`config.mk`:
```
export PLATFORM = sky130hd
export DESIGN_NAME = meter_frame_parser_flat
export DESIGN_NICKNAME = d
export VERILOG_FILES = /design/src/rtl/mfp_pkg.sv /design/src/rtl/mfp_byte_if.sv /design/src/rtl/mfp_result_if.sv /design/src/rtl/mfp_frame_rx.sv /design/src/rtl/mfp_burst_tx.sv /design/src/rtl/meter_frame_parser.sv /design/src/flat_wrapper.sv
export SDC_FILE = /design/constraint.sdc
export NUM_CORES = 2
export LEC_CHECK = 0
export BUFFER_PORTS_ARGS = -buffer_cell sky130_fd_sc_hd__buf_2
export CELL_PAD_IN_SITES_DETAIL_PLACEMENT = 1
export CELL_PAD_IN_SITES_GLOBAL_PLACEMENT = 1
export CORE_UTILIZATION = 30
export DETAILED_ROUTE_END_ITERATION = 8
export GPL_ROUTABILITY_DRIVEN = 0
export PLACE_DENSITY_LB_ADDON = 0.1
export SLEW_MARGIN = 20
export SYNTH_ARGS = -nofsm -noshare
export SYNTH_HDL_FRONTEND = slang
export SYNTH_HIERARCHICAL = 1
export SYNTH_SLANG_ARGS = --single-unit
```
`constraint.sdc`:
```
create_clock -name clk -period 14 [get_ports clk]
set_clock_uncertainty 0.15 [all_clocks]
set_input_delay 2.1 -clock clk [delete_from_list [all_inputs] [get_ports clk]]
set_output_delay 2.1 -clock clk [all_outputs]
set_load 0.05 [all_outputs]
```
`src/rtl/mfp_pkg.sv`:
```
`timescale 1ns / 1ps
`default_nettype none

package mfp_pkg;

  localparam int STORE_DEPTH = 32;
  localparam int CH_MAX      = 6;

  localparam logic [7:0] BUSY_BYTE  = 8'hB5;
  localparam logic [7:0] END_BYTE   = 8'hC0;
  localparam logic [7:0] ID_VOLTAGE = 8'h0D;
  localparam logic [7:0] ID_CURRENT = 8'h0E;
  localparam logic [7:0] ID_POWER   = 8'h0F;
  localparam logic [7:0] ID_ENERGY  = 8'h10;

  typedef enum logic [2:0] {
    KIND_VOLTAGE = 3'd0,
    KIND_CURRENT = 3'd1,
    KIND_POWER   = 3'd2,
    KIND_ENERGY  = 3'd3,
    KIND_BAD_END = 3'd4,
    KIND_BAD_SUM = 3'd5,
    KIND_BAD_ID  = 3'd6
  } kind_t;

  // One finished frame's worth of results, handed to the serialiser.
  typedef struct packed {
    kind_t                   kind;
    logic [2:0]              count;
    logic [CH_MAX-1:0][31:0] value;
  } batch_t;

endpackage

`default_nettype wire

```
`src/rtl/mfp_byte_if.sv`:
```
`timescale 1ns / 1ps
`default_nettype none

interface mfp_byte_if;
  logic       valid;
  logic       ready;
  logic [7:0] rx_byte;

  modport source (output valid, output rx_byte, input ready);
  modport sink   (input valid, input rx_byte, output ready);
endinterface

`default_nettype wire

```
`src/rtl/mfp_result_if.sv`:
```
`timescale 1ns / 1ps
`default_nettype none

interface mfp_result_if;
  logic        valid;
  logic        ready;
  logic [2:0]  kind;
  logic [2:0]  channel;
  logic [31:0] value;
  logic        last;

  modport source (output valid, output kind, output channel, output value, output last,
                  input ready);
  modport sink   (input valid, input kind, input channel, input value, input last,
                  output ready);
endinterface

`default_nettype wire

```
`src/rtl/mfp_frame_rx.sv`:
```
`timescale 1ns / 1ps
`default_nettype none

module mfp_frame_rx
  import mfp_pkg::*;
#(
  parameter int MAX_FRAME_LENGTH = 32,
  parameter int CHANNELS         = 6
) (
  input  wire        clk,
  input  wire        rst,
  mfp_byte_if.sink   rx,
  input  wire        batch_done,
  output logic       batch_valid,
  output batch_t     batch
);

  localparam int LEN_W = $clog2(MAX_FRAME_LENGTH);
  localparam int POS_W = $clog2(MAX_FRAME_LENGTH + 1);

  logic             collecting;
  logic [LEN_W-1:0] frame_length;
  logic [POS_W-1:0] byte_position;
  logic [7:0]       running_sum;
  logic [7:0]       store [STORE_DEPTH];
  logic [31:0]      totals [CH_MAX];

  logic             accept;
  logic [8:0]       pos_ext;
  logic [8:0]       len_ext;
  logic             in_store;
  logic             finish;
  logic             len_ok;
  logic [7:0]       view [STORE_DEPTH];
  logic [7:0]       sum_byte;
  logic [31:0]      totals_next [CH_MAX];
  batch_t           batch_next;

  assign rx.ready = !batch_valid || batch_done;
  assign accept   = rx.valid && rx.ready;
  assign pos_ext  = 9'(byte_position);
  assign len_ext  = 9'(frame_length);
  assign in_store = pos_ext < 9'(STORE_DEPTH);
  assign finish   = collecting && (pos_ext >= len_ext + 9'd1);
  assign len_ok   = (rx.rx_byte != 8'd0) && (rx.rx_byte != BUSY_BYTE) &&
                    ({1'b0, rx.rx_byte} < 9'(MAX_FRAME_LENGTH));

  // Store contents as seen after this byte is written (end byte included).
  always_comb begin
    for (int i = 0; i < STORE_DEPTH; i++) begin
      view[i] = (in_store && pos_ext[4:0] == 5'(i)) ? rx.rx_byte : store[i];
    end
    sum_byte = (len_ext < 9'(STORE_DEPTH)) ? view[len_ext[4:0]] : 8'd0;
  end

  always_comb begin
    batch_next       = '0;
    batch_next.count = 3'd1;
    for (int i = 0; i < CH_MAX; i++) begin
      totals_next[i] = totals[i];
    end
    if (rx.rx_byte != END_BYTE) begin
      batch_next.kind = KIND_BAD_END;
    end else if (sum_byte != running_sum) begin
      batch_next.kind = KIND_BAD_SUM;
    end else begin
      case (view[1])
        ID_VOLTAGE: begin
          batch_next.kind     = KIND_VOLTAGE;
          batch_next.value[0] = {16'd0, view[2], view[3]};
        end
        ID_CURRENT: begin
          batch_next.kind  = KIND_CURRENT;
          batch_next.count = 3'(CHANNELS);
          for (int i = 0; i < CH_MAX; i++) begin
            batch_next.value[i] = {16'd0, view[2+2*i], view[3+2*i]};
          end
        end
        ID_POWER: begin
          batch_next.kind  = KIND_POWER;
          batch_next.count = 3'(CHANNELS);
          for (int i = 0; i < CH_MAX; i++) begin
            batch_next.value[i] = {view[2+4*i], view[3+4*i], view[4+4*i], view[5+4*i]};
          end
        end
        ID_ENERGY: begin
          batch_next.kind  = KIND_ENERGY;
          batch_next.count = 3'(CHANNELS);
          for (int i = 0; i < CH_MAX; i++) begin
            if (i < CHANNELS) begin
              totals_next[i] = totals[i] +
                               {view[2+4*i], view[3+4*i], view[4+4*i], view[5+4*i]};
            end
            batch_next.value[i] = totals_next[i];
          end
        end
        default: begin
          batch_next.kind = KIND_BAD_ID;
        end
      endcase
    end
  end

  always_ff @(posedge clk) begin
    if (rst) begin
      collecting    <= 1'b0;
      frame_length  <= '0;
      byte_position <= '0;
      running_sum   <= 8'd0;
      batch_valid   <= 1'b0;
      for (int i = 0; i < STORE_DEPTH; i++) begin
        store[i] <= 8'd0;
      end
      for (int i = 0; i < CH_MAX; i++) begin
        totals[i] <= 32'd0;
      end
    end else begin
      if (batch_done) begin
        batch_valid <= 1'b0;
      end
      if (accept) begin
        if (!collecting) begin
          if (len_ok) begin
            store[0]      <= rx.rx_byte;
            frame_length  <= LEN_W'(rx.rx_byte);
            byte_position <= POS_W'(1);
            running_sum   <= 8'd0;
            collecting    <= 1'b1;
          end
        end else begin
          if (in_store) begin
            store[pos_ext[4:0]] <= rx.rx_byte;
          end
          if (pos_ext < len_ext) begin
            running_sum <= running_sum + rx.rx_byte;
          end
          if (finish) begin
            collecting    <= 1'b0;
            byte_position <= '0;
            batch_valid   <= 1'b1;
            for (int i = 0; i < CH_MAX; i++) begin
              totals[i] <= totals_next[i];
            end
          end else begin
            byte_position <= byte_position + POS_W'(1);
          end
        end
      end
    end
  end

  always_ff @(posedge clk) begin
    if (accept && finish) begin
      batch <= batch_next;
    end
  end

endmodule

`default_nettype wire

```
`src/rtl/mfp_burst_tx.sv`:
```
`timescale 1ns / 1ps
`default_nettype none

module mfp_burst_tx
  import mfp_pkg::*;
(
  input  wire          clk,
  input  wire          rst,
  input  wire          batch_valid,
  input  batch_t       batch,
  output logic         batch_done,
  mfp_result_if.source result
);

  logic [2:0] idx;
  logic       load;
  logic       is_last;

  assign load       = batch_valid && (!result.valid || result.ready);
  assign is_last    = (idx == batch.count - 3'd1);
  assign batch_done = load && is_last;

  always_ff @(posedge clk) begin
    if (rst) begin
      result.valid <= 1'b0;
      idx          <= 3'd0;
    end else begin
      if (load) begin
        result.valid <= 1'b1;
        idx          <= is_last ? 3'd0 : idx + 3'd1;
      end else if (result.ready) begin
        result.valid <= 1'b0;
      end
    end
  end

  always_ff @(posedge clk) begin
    if (load) begin
      result.kind    <= batch.kind;
      result.channel <= idx;
      result.value   <= batch.value[idx];
      result.last    <= is_last;
    end
  end

endmodule

`default_nettype wire

```
`src/rtl/meter_frame_parser.sv`:
```
`timescale 1ns / 1ps
`default_nettype none

// Meter frame parser.
// rx: one serial byte per transaction. result: one measurement or status per
// transaction, with last marking the final result caused by a given byte.
// Frames are length byte, id, big-endian payload, checksum, end byte 0xC0.
// The byte that closes a frame produces a batch of one result (voltage or
// status) or CHANNELS results (current, power, energy); the batch is held in
// the batch register, then moved result by result to the output register,
// one per cycle while result is ready. Throughput is one byte per cycle
// except while a batch drains: while the single batch register holds a
// batch, no byte is taken unless its last result moves to the output
// register in the same cycle.
// The output register lets a byte be taken while a result waits; a stall on
// result holds that register and, once a batch is pending, rx.ready drops.
// Reset clears parser state, the frame store, energy totals and all valids.
module meter_frame_parser
  import mfp_pkg::*;
#(
  parameter int MAX_FRAME_LENGTH = 32,
  parameter int CHANNELS         = 6
) (
  input  wire          clk,
  input  wire          rst,
  mfp_byte_if.sink     rx,
  mfp_result_if.source result
);

  // Hand-off between the frame receiver and the result serialiser.
  logic   batch_valid;
  logic   batch_done;
  batch_t batch;

  // Byte-level parsing, frame store, checksum and energy accumulation.
  mfp_frame_rx #(
    .MAX_FRAME_LENGTH (MAX_FRAME_LENGTH),
    .CHANNELS         (CHANNELS)
  ) u_frame_rx (
    .clk         (clk),
    .rst         (rst),
    .rx          (rx),
    .batch_done  (batch_done),
    .batch_valid (batch_valid),
    .batch       (batch)
  );

  // Drains one batch into the registered result channel, one result per cycle while result is ready.
  mfp_burst_tx u_burst_tx (
    .clk         (clk),
    .rst         (rst),
    .batch_valid (batch_valid),
    .batch       (batch),
    .batch_done  (batch_done),
    .result      (result)
  );

endmodule

`default_nettype wire
```
`src/flat_wrapper.sv`:
```
// flat-port wrapper written by rule: the top's interface ports become plain ports
module meter_frame_parser_flat import mfp_pkg::*;
#(
  parameter int MAX_FRAME_LENGTH = 32,
  parameter int CHANNELS         = 6
)
  (clk, rst, rx_valid, rx_rx_byte, rx_ready, result_valid, result_kind, result_channel, result_value, result_last, result_ready);
  mfp_byte_if rx_i ();
  mfp_result_if result_i ();
  input  wire clk;
  input  wire rst;
  input wire logic [$bits(rx_i.valid)-1:0] rx_valid;
  input wire logic [$bits(rx_i.rx_byte)-1:0] rx_rx_byte;
  output wire logic [$bits(rx_i.ready)-1:0] rx_ready;
  output wire logic [$bits(result_i.valid)-1:0] result_valid;
  output wire logic [$bits(result_i.kind)-1:0] result_kind;
  output wire logic [$bits(result_i.channel)-1:0] result_channel;
  output wire logic [$bits(result_i.value)-1:0] result_value;
  output wire logic [$bits(result_i.last)-1:0] result_last;
  input wire logic [$bits(result_i.ready)-1:0] result_ready;
  assign rx_i.valid = rx_valid;
  assign rx_i.rx_byte = rx_rx_byte;
  assign rx_ready = rx_i.ready;
  assign result_valid = result_i.valid;
  assign result_kind = result_i.kind;
  assign result_channel = result_i.channel;
  assign result_value = result_i.value;
  assign result_last = result_i.last;
  assign result_i.ready = result_ready;
  meter_frame_parser #(.MAX_FRAME_LENGTH(MAX_FRAME_LENGTH), .CHANNELS(CHANNELS)) u_core (.clk(clk), .rst(rst), .rx(rx_i), .result(result_i));
endmodule
```
==> metrics.cfg <==
[setup_path]
worstSetupPathType=in2reg
endpoint_kind=flop
r2r-end=u_core/u_frame_rx/totals[1][25]
crit_required_ns=14.17
ff2ff_setup_slack_ns=5.91
cp-startpoint=rx_rx_byte[5]
ff2ff_path_depth=15
worst_ep_arrival_time_ns=8.52
start_kind=input port
r2r_start=u_core/u_frame_rx/byte_position[4]
endpoint=u_core/u_frame_rx/totals[1][25]
cp_max_fo=55

[sta]
rsz0062_at_grt=false
finalMaxSlewViolations=0
fin_crit_sh=0.596
worst_hold_slack_ns=0.270
worstMarginPinSlew_ns=1.26
slew_headroom=0.135
fmax_mhz=120
setup-violations-final=0
hold_viol_final=0
fin_tns_setup_ns=0
min_period_ns=8.35

[yosys]
yosysUniqueCellTypes=97
synth-seq-cells=709
synth_top_area_cell=edfxtp_1
ys.flop_type=edfxtp_1
synth_cells=4552
synth.yosys.seq_area_share=0.456
synth_edf_count=684
yosysWarnings=6
synth_async_sr_flop_share=0
syn_avg_cell_area_um2=10.1
synth.area.top_cells=edfxtp_1, ha_1, nor2_1
synthesis.nets=4807
yosysTopAreaCellShare=0.446
yosysMostFrequentCell=edfxtp_1
syn_area_mm2=0.0461
synth_common_cells=edfxtp_1, nor2_1, nand2_1, a21oi_1, clkbuf_1

[clocking]
clock_sinks=709
cts_tree=built
cts_buffers=94
max-clock-path-buffers=3
clkLatencyLatePin_ns=0.74
post_cts_buffers=0
cts_hold_buffers=0
cts-root-buf=clkbuf_16
htree_levels=3
postCtsResizedCells=0
clk_pin_slew_worst_paths_ns=0.05

[drt]
wire_per_inst_um=32.3
dr_wl_met2_um=93600
dr_wl_met3_um=13200
highest_layer=met5
viasPerCell=5.73
drc=0
drt_iter0_markers=3861
met1Wirelength_um=100000
drt-total-wl_um=214000
vias=38000
dr.pass1.iters=6
final_antenna_net_count=0

[global_route]
grt_start_max_net_pins=140
grt_first_pass_wirelength_um=300000
overflow=0
grt_usage=0.270
antenna_found_initial=16
first_global_vias=37900

[floorplanning]
fp.dieArea_mm2=0.155
core-area_mm2=0.152
die_y_um=394
row_count=143
boundaryPins=53
fp.dieW_um=394
initial_core_util=0.303

[hold_path]
hold_class=reg2reg
hold_start=u_core/u_frame_rx/batch[195]

[finish]
fillers=16900
area_growth_pct=12.4
fin_util=0.340
drive_gt1_frac=0.111
num-nets-final=4767

[power_and_ir_drop]
p_total_w=0.00550
power.density_mw_per_mm2=106
p_leak_nw=20.1
peakVddDrop_v=0.0000991

[job]
drv_cap=0

[run_status]
outcome=finished clean

[place]
numPortBuffers=52
dpl.hpwl_um=156000

layout make-up:
| type | count | area (um^2) | share of cell area |
|---|---|---|---|
| Sequential cell | 709 | 21100 | 0.406 |
| Antenna cell | 4 | 10.0 | 0.000193 |
| Tap cell | 2030 | 2540 | 0.0490 |
| Clock inverter | 50 | 529 | 0.0102 |
| Timing Repair Buffer | 174 | 1190 | 0.0230 |
| Multi-Input combinational cell | 3359 | 23200 | 0.448 |
| Inverter | 174 | 653 | 0.0126 |
| Clock buffer | 127 | 2590 | 0.0500 |
per-stage QoR:
stage / instances / setup slack (ns) / area [um^2]
final: 6627 / 5.65 / 51800
after global routing: 6623 / 5.57 / 51800
after floorplan: 4552 / 2.83 / 46100
after CTS: 6623 / 5.77 / 51800
after detailed placement: 6446 / 5.01 / 48700
after global placement: 6446 / 4.67 / 48700
worst min-delay path by stage:
stage / to / cells after the start
after CTS: u_core/u_burst_tx/result.kind[0] / 0
after floorplan: u_core/u_burst_tx/result.kind[0] / 0
after global placement: u_core/u_burst_tx/result.kind[0] / 0
after detailed placement: u_core/u_burst_tx/result.kind[0] / 0
after global routing: u_core/u_burst_tx/result.kind[0] / 0
final: u_core/u_burst_tx/result.kind[0] / 0
power breakdown:
group	internal [W]	switching, W
Combinational	0.000187	0.000435
Sequential	0.00236	0.0000264
Clock	0.00146	0.00103
Total	0.00401	0.00150
logic make-up (layout without fill, tap and decap cells):
kind of cell    after synthesis  after routing  synth area share
fa+ha+maj                   243            243            0.0671
xor+xnor                    198            198            0.0378
compound gates             1118           1118             0.158
mux                         269            269            0.0720
other cells                   0              4                 0
buf+inv                     484            525            0.0418
simple gates               1531           1531             0.166
flops                       709            709             0.456
worst max-delay path, cell delays in order:
cell	delay, ns
buf_2	0.45
buf_4	0.59
and3_1	0.27
a211oi_1	0.06
o32a_1	0.42
a2111oi_1	0.89
a2111oi_0	0.30
o21ai_0	0.23
nand3_1	0.17
nor4_4	0.29
buf_4	0.43
nand3_1	0.20
nand2_4	0.50
buf_4	0.66
buf_4	0.79
cells in the final DEF (no fill, tap or decap), drive strengths merged, types with 25 or more instances in the layout:
master	synthesis	final
a211oi	51	51
a21o	86	86
a21oi	277	277
a22oi	38	38
a31oi	33	33
and2	258	258
and3	73	73
buf	45	174
clkbuf	265	127
clkinv	4	37
dfxtp	25	25
edfxtp	684	684
ha	236	236
inv	170	175
mux2	92	92
mux2i	136	136
mux4	41	41
nand2	281	281
nand2b	61	61
nand3	63	63
nor2	464	464
nor2b	70	70
nor3	138	138
nor4	26	26
o211ai	31	31
o21a	28	28
o21ai	217	217
o21bai	34	34
o22ai	111	111
o32ai	26	26
xnor2	114	114
xor2	84	84
per-layer routing:
metal | vias to the layer above | global-route usage
li1 | 16800 | -
met1 | 19600 | 0.390
met2 | 1335 | 0.411
met3 | 303 | 0.0391
met4 | 8 | 0.0871
met5 | - | 0
registers in the layout (all words and copies together), names as in the netlist:
signal / count
u_core/u_burst_tx/result.valid: 1
u_core/u_frame_rx/collecting: 1
u_core/u_burst_tx/result.kind: 3
u_core/u_frame_rx/store: 256
u_core/u_frame_rx/totals: 192
u_core/u_burst_tx/result.value: 32
u_core/u_frame_rx/batch_valid: 1
u_core/u_burst_tx/result.channel: 3
u_core/u_frame_rx/batch: 197
u_core/u_frame_rx/frame_length: 5
u_core/u_burst_tx/idx: 3
u_core/u_burst_tx/result.last: 1
u_core/u_frame_rx/byte_position: 6
u_core/u_frame_rx/running_sum: 8
(Power assumes the default switching activity.)
